File: src/sv/controller_side_command_responder_macros.svh
// Assertion macros used by the responder top level.
`ifndef CONTROLLER_SIDE_COMMAND_RESPONDER_MACROS_SVH
`define CONTROLLER_SIDE_COMMAND_RESPONDER_MACROS_SVH
`ifndef SYNTH
`define CRSP_ASSERT_IMP(label, ck, rn, ante, cons) \
  label: assert property (@(posedge ck) disable iff (!rn) (ante) |-> (cons)) \
    else $error("crsp: same-cycle check failed");
`define CRSP_ASSERT_NXT(label, ck, rn, ante, cons) \
  label: assert property (@(posedge ck) disable iff (!rn) (ante) |=> (cons)) \
    else $error("crsp: next-cycle check failed");
`else
`define CRSP_ASSERT_IMP(label, ck, rn, ante, cons)
`define CRSP_ASSERT_NXT(label, ck, rn, ante, cons)
`endif
`endif

File: src/sv/crsp_pkg.sv
// Types, codes and reply byte helpers for the command responder.
package crsp_pkg;

  typedef logic [59:0] report_t;
  typedef logic [1:0]  kind_t;

  localparam kind_t KIND_PROBE  = 2'd0;
  localparam kind_t KIND_ORIGIN = 2'd1;
  localparam kind_t KIND_POLL   = 2'd2;

  localparam logic [7:0] CMD_PROBE  = 8'h00;
  localparam logic [7:0] CMD_RESET  = 8'hFF;
  localparam logic [7:0] CMD_ORIGIN = 8'h41;
  localparam logic [7:0] CMD_RECAL  = 8'h42;
  localparam logic [7:0] CMD_POLL   = 8'h40;
  localparam logic [7:0] POLL_MODE  = 8'h03;

  localparam logic [7:0] PROBE_B0 = 8'h09;
  localparam logic [7:0] PROBE_B1 = 8'h00;
  localparam logic [7:0] PROBE_B2 = 8'h03;

  localparam logic [4:0] SHORT_CELLS = 5'd9;
  localparam logic [4:0] LONG_CELLS  = 5'd25;
  localparam logic [4:0] CELL_SAT    = 5'd31;
  localparam logic [4:0] CMD_CELLS   = 5'd16;

  localparam logic [3:0] PROBE_LAST_IDX  = 4'd2;
  localparam logic [3:0] POLL_LAST_IDX   = 4'd7;
  localparam logic [3:0] ORIGIN_LAST_IDX = 4'd9;

  // reply job queue between front and back
  localparam int JQ_DEPTH = 2;

  typedef struct packed {
    logic        func;
    logic [14:0] low_ticks;
    logic [14:0] high_ticks;
    logic        frame_end;
    logic [11:0] buttons;
    logic [7:0]  stick_x;
    logic [7:0]  stick_y;
    logic [7:0]  cstick_x;
    logic [7:0]  cstick_y;
    logic [7:0]  left_analog;
    logic [7:0]  right_analog;
  } in_word_t;

  typedef struct packed {
    logic [7:0] reply_byte;
    kind_t      reply_kind;
    logic       last;
  } out_word_t;

  typedef struct packed {
    kind_t   kind;
    report_t report;
  } job_t;

  typedef struct packed {
    logic empty;
    logic full;
    logic afull;
  } jq_stat_t;

  function automatic report_t pack_report(in_word_t w);
    return {w.right_analog, w.left_analog, w.cstick_y, w.cstick_x,
            w.stick_y, w.stick_x, w.buttons};
  endfunction

  function automatic logic [3:0] last_index(kind_t k);
    logic [3:0] idx;
    unique case (k)
      KIND_PROBE:  idx = PROBE_LAST_IDX;
      KIND_ORIGIN: idx = ORIGIN_LAST_IDX;
      default:     idx = POLL_LAST_IDX;
    endcase
    return idx;
  endfunction

  function automatic logic [7:0] reply_byte_at(kind_t k, report_t r, logic [3:0] idx);
    logic [7:0] b;
    if (k == KIND_PROBE) begin
      unique case (idx)
        4'd0:    b = PROBE_B0;
        4'd1:    b = PROBE_B1;
        default: b = PROBE_B2;
      endcase
    end else begin
      unique case (idx)
        4'd0:    b = {3'b000, r[0], r[1], r[2], r[3], r[4]};
        4'd1:    b = {1'b1, r[5], r[6], r[7], r[8], r[9], r[10], r[11]};
        4'd2:    b = r[19:12];
        4'd3:    b = r[27:20];
        4'd4:    b = r[35:28];
        4'd5:    b = r[43:36];
        4'd6:    b = r[51:44];
        4'd7:    b = r[59:52];
        default: b = 8'h00;
      endcase
    end
    return b;
  endfunction

endpackage

File: src/sv/controller_side_command_responder.sv
// Controller-side command responder: takes line cells and controller reports, sends reply words.
//
// Input words are either received line cells (func = 0) or fresh controller reports
// (func = 1); one word is taken per clock while full is low. A cell counts as a one when
// its low time is shorter than its high time. Reports land in a REPORT_QUEUE_DEPTH-entry
// FIFO that drops new reports when full. A cell with frame_end closes the frame: a 9-cell
// 0x00/0xFF frame gives the probe reply 09 00 03 and latches the newest report (emptying
// the FIFO), a 9-cell 0x41/0x42 frame clears the latched buttons and gives the 10-word
// origin reply, a 25-cell 0x40 0x03 frame pops one report into the latch and gives the
// 8-word poll reply. Other frames give no reply. Result words come out one per clock while
// empty is low, oldest first, with last set on the final word of each reply.
// Flow: the front end takes a word every clock while full is low. A reply-causing frame passes
// through a second front-end stage (registered read of the report RAM); its first reply word
// goes through the job queue into the output register. After that the byte sequencer delivers
// one word per clock as long as pop stays high. A two-entry reply job queue sits between the
// two sides; full rises while that queue is full, or holds one reply while another waits in
// the second stage, so a stalled consumer holds the input off once two replies are pending.
// No clearing pass after reset: the report RAM is only read at entries written since reset.
`include "controller_side_command_responder_macros.svh"

module controller_side_command_responder
  import crsp_pkg::*;
#(
  parameter int REPORT_QUEUE_DEPTH = 4
) (
  input  logic      clk,
  input  logic      rst_n,
  // input word channel
  input  logic      push,
  output logic      full,
  input  in_word_t  in_data,
  // result word channel
  input  logic      pop,
  output logic      empty,
  output out_word_t out_data
);

  // front end -> job queue
  logic     job_push;
  job_t     job;
  // job queue -> back end
  job_t     jq_job;
  logic     jq_pop;
  jq_stat_t jq_stat;

  // cell decode, frame classification, report FIFO and latch
  crsp_front #(
    .DEPTH (REPORT_QUEUE_DEPTH)
  ) u_front (
    .clk      (clk),
    .rst_n    (rst_n),
    .push     (push),
    .in_data  (in_data),
    .jq_stat  (jq_stat),
    .full     (full),
    .job_push (job_push),
    .job      (job)
  );

  // decouples frame decode from reply delivery; each job carries a snapshot of the
  // latched report so later frames cannot disturb a reply still going out
  crsp_jobq u_jobq (
    .clk    (clk),
    .rst_n  (rst_n),
    .wr_en  (job_push),
    .wr_job (job),
    .rd_en  (jq_pop),
    .rd_job (jq_job),
    .stat   (jq_stat)
  );

  // turns jobs into reply words, one per clock as long as pop stays high
  crsp_back u_back (
    .clk      (clk),
    .rst_n    (rst_n),
    .jq_empty (jq_stat.empty),
    .jq_job   (jq_job),
    .jq_pop   (jq_pop),
    .pop      (pop & ~empty),
    .empty    (empty),
    .out_data (out_data)
  );

  // front end must never push into a full job queue
  `CRSP_ASSERT_IMP(a_jq_room, clk, rst_n, job_push, !jq_stat.full)
  // replying frames are at least nine cells apart, so jobs never come back to back
  `CRSP_ASSERT_NXT(a_job_spacing, clk, rst_n, job_push, !job_push)
  // a probe reply always closes on its fixed third word
  `CRSP_ASSERT_IMP(a_probe_tail, clk, rst_n, !empty && out_data.reply_kind == KIND_PROBE && out_data.last, out_data.reply_byte == PROBE_B2)

endmodule

File: src/sv/crsp_ram.sv
// Generic single-write, single-read RAM with registered read data.
module crsp_ram #(
  parameter int WIDTH = 60,
  parameter int DEPTH = 4
) (
  input  logic                                    clk,
  input  logic                                    wr_en,
  input  logic [((DEPTH > 1) ? $clog2(DEPTH) : 1)-1:0] wr_addr,
  input  logic [WIDTH-1:0]                        wr_data,
  input  logic                                    rd_en,
  input  logic [((DEPTH > 1) ? $clog2(DEPTH) : 1)-1:0] rd_addr,
  output logic [WIDTH-1:0]                        rd_data
);

  logic [WIDTH-1:0] mem_r [DEPTH];
  logic [WIDTH-1:0] rd_data_r;

  always_ff @(posedge clk) begin
    if (wr_en) begin
      mem_r[wr_addr] <= wr_data;
    end
    if (rd_en) begin
      rd_data_r <= mem_r[rd_addr];
    end
  end

  assign rd_data = rd_data_r;

endmodule

File: src/sv/crsp_front.sv
// Front end: cell decode, frame classification, report FIFO and latched report.
module crsp_front
  import crsp_pkg::*;
#(
  parameter int DEPTH = 4
) (
  input  logic     clk,
  input  logic     rst_n,
  input  logic     push,
  input  in_word_t in_data,
  input  jq_stat_t jq_stat,
  output logic     full,
  output logic     job_push,
  output job_t     job
);

  localparam int AW = (DEPTH > 1) ? $clog2(DEPTH) : 1;
  localparam int FW = $clog2(DEPTH + 1);
  localparam logic [AW-1:0] LAST_PTR = AW'(DEPTH - 1);
  localparam logic [FW-1:0] FILL_MAX = FW'(DEPTH);

  logic [4:0]    cell_count_r, cell_count_nxt;
  logic [15:0]   command_bits_r, command_bits_nxt;
  report_t       latch_r, latch_nxt;
  logic [AW-1:0] head_r, head_nxt, tail_r, tail_nxt;
  logic [FW-1:0] fill_r, fill_nxt;
  logic          s2_valid_r, s2_load_r;
  kind_t         s2_kind_r, s2_kind_nxt;

  logic          accept, cell_acc, rep_acc, frame_acc, cell_bit;
  logic [15:0]   cb_shift;
  logic [4:0]    cc_inc;
  logic [7:0]    short_cmd;
  logic          is_probe, is_origin, is_poll, have_rep;
  logic          wr_en, rd_en;
  logic [AW-1:0] newest, rd_addr;
  report_t       ram_q;

  function automatic logic [AW-1:0] wrap_inc(logic [AW-1:0] p);
    return (p == LAST_PTR) ? '0 : p + 1'b1;
  endfunction

  assign full   = jq_stat.full | (jq_stat.afull & s2_valid_r);
  assign accept = push & ~full;

  assign cell_acc  = accept & ~in_data.func;
  assign rep_acc   = accept & in_data.func;
  assign frame_acc = cell_acc & in_data.frame_end;

  assign cell_bit  = in_data.low_ticks < in_data.high_ticks;
  assign cb_shift  = (cell_count_r < CMD_CELLS) ? {command_bits_r[14:0], cell_bit}
                                                : command_bits_r;
  assign cc_inc    = (cell_count_r != CELL_SAT) ? cell_count_r + 5'd1 : cell_count_r;
  assign short_cmd = cb_shift[8:1];

  assign is_probe  = frame_acc && (cc_inc == SHORT_CELLS) &&
                     ((short_cmd == CMD_PROBE) || (short_cmd == CMD_RESET));
  assign is_origin = frame_acc && (cc_inc == SHORT_CELLS) &&
                     ((short_cmd == CMD_ORIGIN) || (short_cmd == CMD_RECAL));
  assign is_poll   = frame_acc && (cc_inc == LONG_CELLS) &&
                     (cb_shift[15:8] == CMD_POLL) && (cb_shift[7:0] == POLL_MODE);

  assign have_rep = fill_r != '0;
  assign newest   = (tail_r == '0) ? LAST_PTR : tail_r - 1'b1;
  assign wr_en    = rep_acc && (fill_r < FILL_MAX);
  assign rd_en    = (is_probe | is_poll) & have_rep;
  assign rd_addr  = is_probe ? newest : head_r;

  crsp_ram #(
    .WIDTH ($bits(report_t)),
    .DEPTH (DEPTH)
  ) u_report_ram (
    .clk     (clk),
    .wr_en   (wr_en),
    .wr_addr (tail_r),
    .wr_data (pack_report(in_data)),
    .rd_en   (rd_en),
    .rd_addr (rd_addr),
    .rd_data (ram_q)
  );

  always_comb begin
    cell_count_nxt   = cell_count_r;
    command_bits_nxt = command_bits_r;
    head_nxt         = head_r;
    tail_nxt         = tail_r;
    fill_nxt         = fill_r;
    if (cell_acc) begin
      if (in_data.frame_end) begin
        cell_count_nxt   = '0;
        command_bits_nxt = '0;
      end else begin
        cell_count_nxt   = cc_inc;
        command_bits_nxt = cb_shift;
      end
    end
    if (wr_en) begin
      tail_nxt = wrap_inc(tail_r);
      fill_nxt = fill_r + 1'b1;
    end
    if (is_probe && have_rep) begin
      head_nxt = tail_r;
      fill_nxt = '0;
    end
    if (is_poll && have_rep) begin
      head_nxt = wrap_inc(head_r);
      fill_nxt = fill_r - 1'b1;
    end
  end

  always_comb begin
    if (is_probe) begin
      s2_kind_nxt = KIND_PROBE;
    end else if (is_origin) begin
      s2_kind_nxt = KIND_ORIGIN;
    end else begin
      s2_kind_nxt = KIND_POLL;
    end
  end

  // stage 2: the report RAM data is here, update the latch and issue the job
  always_comb begin
    latch_nxt = s2_load_r ? ram_q : latch_r;
    if (s2_kind_r == KIND_ORIGIN) begin
      latch_nxt[11:0] = '0;
    end
  end

  assign job_push   = s2_valid_r;
  assign job.kind   = s2_kind_r;
  assign job.report = latch_nxt;

  always_ff @(posedge clk) begin
    if (!rst_n) begin
      cell_count_r   <= '0;
      command_bits_r <= '0;
      latch_r        <= '0;
      head_r         <= '0;
      tail_r         <= '0;
      fill_r         <= '0;
      s2_valid_r     <= 1'b0;
      s2_load_r      <= 1'b0;
      s2_kind_r      <= KIND_PROBE;
    end else begin
      cell_count_r   <= cell_count_nxt;
      command_bits_r <= command_bits_nxt;
      head_r         <= head_nxt;
      tail_r         <= tail_nxt;
      fill_r         <= fill_nxt;
      s2_valid_r     <= is_probe | is_origin | is_poll;
      s2_load_r      <= rd_en;
      s2_kind_r      <= s2_kind_nxt;
      if (s2_valid_r) begin
        latch_r <= latch_nxt;
      end
    end
  end

endmodule

File: src/sv/crsp_jobq.sv
// Short reply job queue between the front end and the byte sequencer.
module crsp_jobq
  import crsp_pkg::*;
(
  input  logic     clk,
  input  logic     rst_n,
  input  logic     wr_en,
  input  job_t     wr_job,
  input  logic     rd_en,
  output job_t     rd_job,
  output jq_stat_t stat
);

  localparam int PW = (JQ_DEPTH > 1) ? $clog2(JQ_DEPTH) : 1;
  localparam int CW = $clog2(JQ_DEPTH + 1);
  localparam logic [PW-1:0] LAST_PTR = PW'(JQ_DEPTH - 1);
  localparam logic [CW-1:0] CNT_MAX  = CW'(JQ_DEPTH);
  localparam logic [CW-1:0] CNT_HIGH = CW'(JQ_DEPTH - 1);

  job_t          mem_r [JQ_DEPTH];
  logic [PW-1:0] wptr_r, rptr_r;
  logic [CW-1:0] count_r, count_nxt;

  assign rd_job     = mem_r[rptr_r];
  assign stat.empty = count_r == '0;
  assign stat.full  = count_r == CNT_MAX;
  assign stat.afull = count_r >= CNT_HIGH;

  always_comb begin
    count_nxt = count_r;
    if (wr_en && !rd_en) begin
      count_nxt = count_r + 1'b1;
    end else if (!wr_en && rd_en) begin
      count_nxt = count_r - 1'b1;
    end
  end

  always_ff @(posedge clk) begin
    if (wr_en) begin
      mem_r[wptr_r] <= wr_job;
    end
  end

  always_ff @(posedge clk) begin
    if (!rst_n) begin
      wptr_r  <= '0;
      rptr_r  <= '0;
      count_r <= '0;
    end else begin
      count_r <= count_nxt;
      if (wr_en) begin
        wptr_r <= (wptr_r == LAST_PTR) ? '0 : wptr_r + 1'b1;
      end
      if (rd_en) begin
        rptr_r <= (rptr_r == LAST_PTR) ? '0 : rptr_r + 1'b1;
      end
    end
  end

endmodule

File: src/sv/crsp_back.sv
// Back end: walks the head job byte by byte into the output register.
module crsp_back
  import crsp_pkg::*;
(
  input  logic      clk,
  input  logic      rst_n,
  input  logic      jq_empty,
  input  job_t      jq_job,
  output logic      jq_pop,
  input  logic      pop,
  output logic      empty,
  output out_word_t out_data
);

  logic [3:0] idx_r, idx_nxt;
  logic       out_valid_r, out_valid_nxt;
  out_word_t  out_word_r;
  logic       load, take, is_last;

  assign load    = ~out_valid_r | pop;
  assign take    = load & ~jq_empty;
  assign is_last = idx_r == last_index(jq_job.kind);
  assign jq_pop  = take & is_last;

  always_comb begin
    idx_nxt       = idx_r;
    out_valid_nxt = out_valid_r & ~pop;
    if (take) begin
      idx_nxt       = is_last ? 4'd0 : idx_r + 4'd1;
      out_valid_nxt = 1'b1;
    end
  end

  always_ff @(posedge clk) begin
    if (!rst_n) begin
      idx_r       <= '0;
      out_valid_r <= 1'b0;
    end else begin
      idx_r       <= idx_nxt;
      out_valid_r <= out_valid_nxt;
    end
  end

  always_ff @(posedge clk) begin
    if (take) begin
      out_word_r.reply_byte <= reply_byte_at(jq_job.kind, jq_job.report, idx_r);
      out_word_r.reply_kind <= jq_job.kind;
      out_word_r.last       <= is_last;
    end
  end

  assign empty    = ~out_valid_r;
  assign out_data = out_word_r;

endmodule
File: config.mk
export PLATFORM = sky130hd
export DESIGN_NAME = controller_side_command_responder
export DESIGN_NICKNAME = d
export VERILOG_FILES = /design/src/sv/crsp_pkg.sv /design/src/sv/controller_side_command_responder.sv /design/src/sv/crsp_ram.sv /design/src/sv/crsp_front.sv /design/src/sv/crsp_jobq.sv /design/src/sv/crsp_back.sv
export VERILOG_INCLUDE_DIRS = /design/src /design/src/sv
export SDC_FILE = /design/constraint.sdc
export NUM_CORES = 1
export LEC_CHECK = 0
export BUFFER_PORTS_ARGS = -buffer_cell sky130_fd_sc_hd__clkbuf_2
export CORE_ASPECT_RATIO = 1.75
export CORE_UTILIZATION = 61
export CTS_BUF_LIST = sky130_fd_sc_hd__clkbuf_16
export DETAILED_ROUTE_END_ITERATION = 10
export PLACE_DENSITY = 0.83
export SLEW_MARGIN = 20
export SYNTH_ARGS = -nofsm -noshare
export SYNTH_HDL_FRONTEND = slang
export SYNTH_SLANG_ARGS = --single-unit
File: constraint.sdc
create_clock -name clk -period 7 [get_ports clk]
set_input_delay 0.7 -clock clk [delete_from_list [all_inputs] [get_ports clk]]
set_output_delay 0.7 -clock clk [all_outputs]
set_load 0.01 [all_outputs]
==> metrics.md <==
| Metric | Value |
|---|---|
| Status | `finished, final reports clean` |
| Final setup viols | `0` |
| DIE AREA | `0.03594 sq mm` |
| Wirelength per Cell | `20.29 um` |
| Cell taking the most area after synthesis | `edfxtp_1` |
| Largest net degree at the start of global routing | `101` |
| WS Path Type | `reg -> reg` |
| R2R setup slack | `2760 ps` |
| Global-route wire length before repair | `61,840 um` |
| CTS clock-pin slew for the worst setup and hold paths | `60 ps` |
| RSZ-0062 raised after global routing | `no` |
| Area grow syn2layout | `11.50%` |
| Clk Latency, worst-skew pair | `550 ps` |
| Hold Crit Depth | `1` |
| Reg-to-reg endpoint | `u_front.u_report_ram.rd_data[25]` |
| Core area | `0.03457 sq mm` |
| Port buffer count | `108` |
| Most common cell in the netlist | `edfxtp_1` |
| Root Driver | `clkbuf_16` |
| Setup bufs post-CTS | `0` |
| Synth top area share | `60.91%` |
| CTS tree | `yes` |
| Syn_nets | `1,499` |
| Minimum clock period | `4245 ps` |
| Gr usage total | `22.86%` |
| Crit start category | `flip-flop` |
| Vias | `11,660` |
| Site row count | `90` |
| Sequential fraction of the synthesis area | `70.44%` |
| Die extent in y | `250.0 um` |
| Synthesis Warnings | `0` |
| Initial DRC Count | `781` |
| Total CTS buffers | `45` |
| Fraction of the cycle the final worst path needs | `60.64%` |
| RR Startpoint | `u_jobq.count_r[0]` |
| # DRC | `0` |
| GP Congestion | `0.8931` |
| Critical path data arrival time | `4510 ps` |
| Final hold viol count | `0` |
| # diodes | `0` |
| FFs w/ async S/R, synth | `0%` |
| Required time of the critical path | `7270 ps` |
| CTS Hold Bufs | `0` |
| Final slew viol count | `0` |
| Via-to-Cell Ratio | `5.878` |
| Final Util | `69.16%` |
| Clock sinks | `537` |
| Routed Antenna Nets | `0` |
| I/O pin cnt | `109` |
| Main synth FF type | `edfxtp_1` |
| Crit end category | `flip-flop` |
| Worst-Margin Slew | `1100 ps` |
| Cells after Synth | `1,373` |
| Vias in the first global route | `11,950` |
| Skew final | `14.40 ps` |
| Post-Syn Area | `0.02144 sq mm` |
| Initial antenna violation count | `0` |
| Hold Slack | `367.1 ps` |
| Initial Utilization | `62.03%` |
| Pwr/cell area | `249.2 mW/mm^2` |
| Placed insts | `1,900` |
| Worst IR Drop VDD | `0.1985 mV` |
| Hold WC Path Type | `in -> reg` |
| GRT overflow | `0` |
| Setup TNS | `0 ps` |
| Max cap viols | `0` |
| Post-synth EDFFs | `435` |
| Die Wd | `143.7 um` |
| #FFs+latches synth | `537` |
| Leakage | `0.008816 uW` |
| Post-CTS Resized | `0` |
| FMAX | `0.2356 GHz` |
| Number of filler cells placed in the layout | `2,245` |
| Worst Setup EP | `u_front.u_report_ram.rd_data[25]` |
| Synth cell count leaders | `edfxtp_1 (435), mux2i_1 (308), nor2_1 (125)` |
| Post-route insts no fill | `1,984` |
| Drt pass-1 iters | `7` |
| Worst Hold Launch | `in_data[56]` |
| Post-DP HPWL | `24,870 um` |
| Maximum fanout along the worst path | `74` |
| Slew headroom | `26.64%` |
| Layout cell share with drive strength beyond 1 | `16.99%` |
| Layout Nets | `1,614` |
| Clk buf depth | `3` |
| Drt total wl | `40,260 um` |
| Worst R2R Path Depth | `8` |
| Synth cell types | `57` |
| Htree depth | `2` |
| Mean area per synthesized cell | `15.62 sq um` |
| Crit path from | `u_jobq.count_r[0]` |
| Ranking of synthesized cells by area | `edfxtp_1 (61%), mux2i_1 (14%), dfxtp_1 (9.5%)` |
==> area by class of cell <==
type / count / area, sq um / share of cell area (%)
Inverter: 32 / 120.1 / 0.5024
Timing Repair Buffer: 130 / 750.7 / 3.140
Clock inverter: 33 / 150.1 / 0.6279
Multi-Input combinational cell: 742 / 5952 / 24.89
Sequential cell: 537 / 15110 / 63.20
Tap cell: 460 / 575.6 / 2.407
Clock buffer: 50 / 1251 / 5.233
==> through the flow <==
step	setup slack (ps)	cell area (sq um)	power, uW
3_5_place_dp	2608	22480	3671
5_1_grt	2552	23910	6128
4_1_cts	2746	23880	5995
6_report	2755	23910	5959
2_1_floorplan	1989	21440	3604
3_3_place_gp	2798	22480	3660
==> worst min path at each step <==
stage	slack, ps	endpoint
2_1_floorplan	420	u_jobq.mem_r[0][60]
3_3_place_gp	450	u_jobq.mem_r[1][60]
3_5_place_dp	440	u_jobq.mem_r[0][60]
4_1_cts	340	u_front.u_report_ram.mem_r[1][8]
5_1_grt	340	u_front.u_report_ram.mem_r[3][46]
6_report	370	u_front.u_report_ram.mem_r[0][8]
==> per-layer routing <==
| layer | wire (um) | global-route usage (%) | vias up |
|---|---|---|---|
| met5 | 0 | 0 | - |
| met4 | 1518 | 9.696 | 0 |
| met3 | 1589 | 2.974 | 105 |
| met2 | 22200 | 43.05 | 349 |
| met1 | 14950 | 25.23 | 5793 |
| li1 | - | - | 5415 |
==> kinds of logic after synthesis <==
| kind of cell | Yosys count | share of synthesized area (%) |
|---|---|---|
| compound gates | 117 | 3.472 |
| xor+xnor | 6 | 0.2451 |
| fa+ha+maj | 30 | 1.750 |
| buf+inv | 94 | 2.036 |
| flops | 537 | 70.44 |
| mux | 358 | 17.01 |
| simple gates | 231 | 5.047 |
==> registers in the layout (all words and copies together), names as in the netlist, named ones only <==
register,count
u_jobq.rptr_r,1
u_front.u_report_ram.mem_r,240
u_front.cell_count_r,5
u_front.s2_kind_r,2
u_jobq.count_r,2
u_front.command_bits_r,16
u_front.fill_r,3
u_front.head_r,2
u_front.job_push,1
u_front.tail_r,2
u_front.s2_load_r,1
u_front.u_report_ram.rd_data,60
u_jobq.mem_r,124
u_back.out_data,11
u_jobq.wptr_r,1
u_back.out_valid_r,1
u_front.latch_r,60
u_back.idx_r,4
==> layout by cell type (no fill, tap or decap), types with 9 or more instances in the layout <==
cell,instances
edfxtp_1,435
mux2i_1,307
nor2_1,124
clkbuf_2,108
dfxtp_1,99
clkbuf_16,50
mux2_2,49
inv_1,43
nand2_1,30
a21oi_1,30
ha_1,30
o22ai_1,24
a22oi_1,20
buf_4,19
o21ai_0,14
nand3_1,11
clkinv_1,10
nor4_1,9
==> power by group <==
part	switching (uW)	leakage, uW	internal [uW]	total [uW]
combinational	82.8	0.00329	47.7	131
clock	1070	0.000732	1280	2360
sequential	9.29	0.00479	3460	3470
==> worst max-delay path, stage by stage, from the launching register on <==
cell and delay, ps:
dfxtp_1 390, mux2i_2 310, nand4b_1 170, or4_4 580, nor4_4 600, mux2i_4 940, buf_12 440, mux2i_1 280
mux2i_1 110
Power figures use the tool's default switching activity.
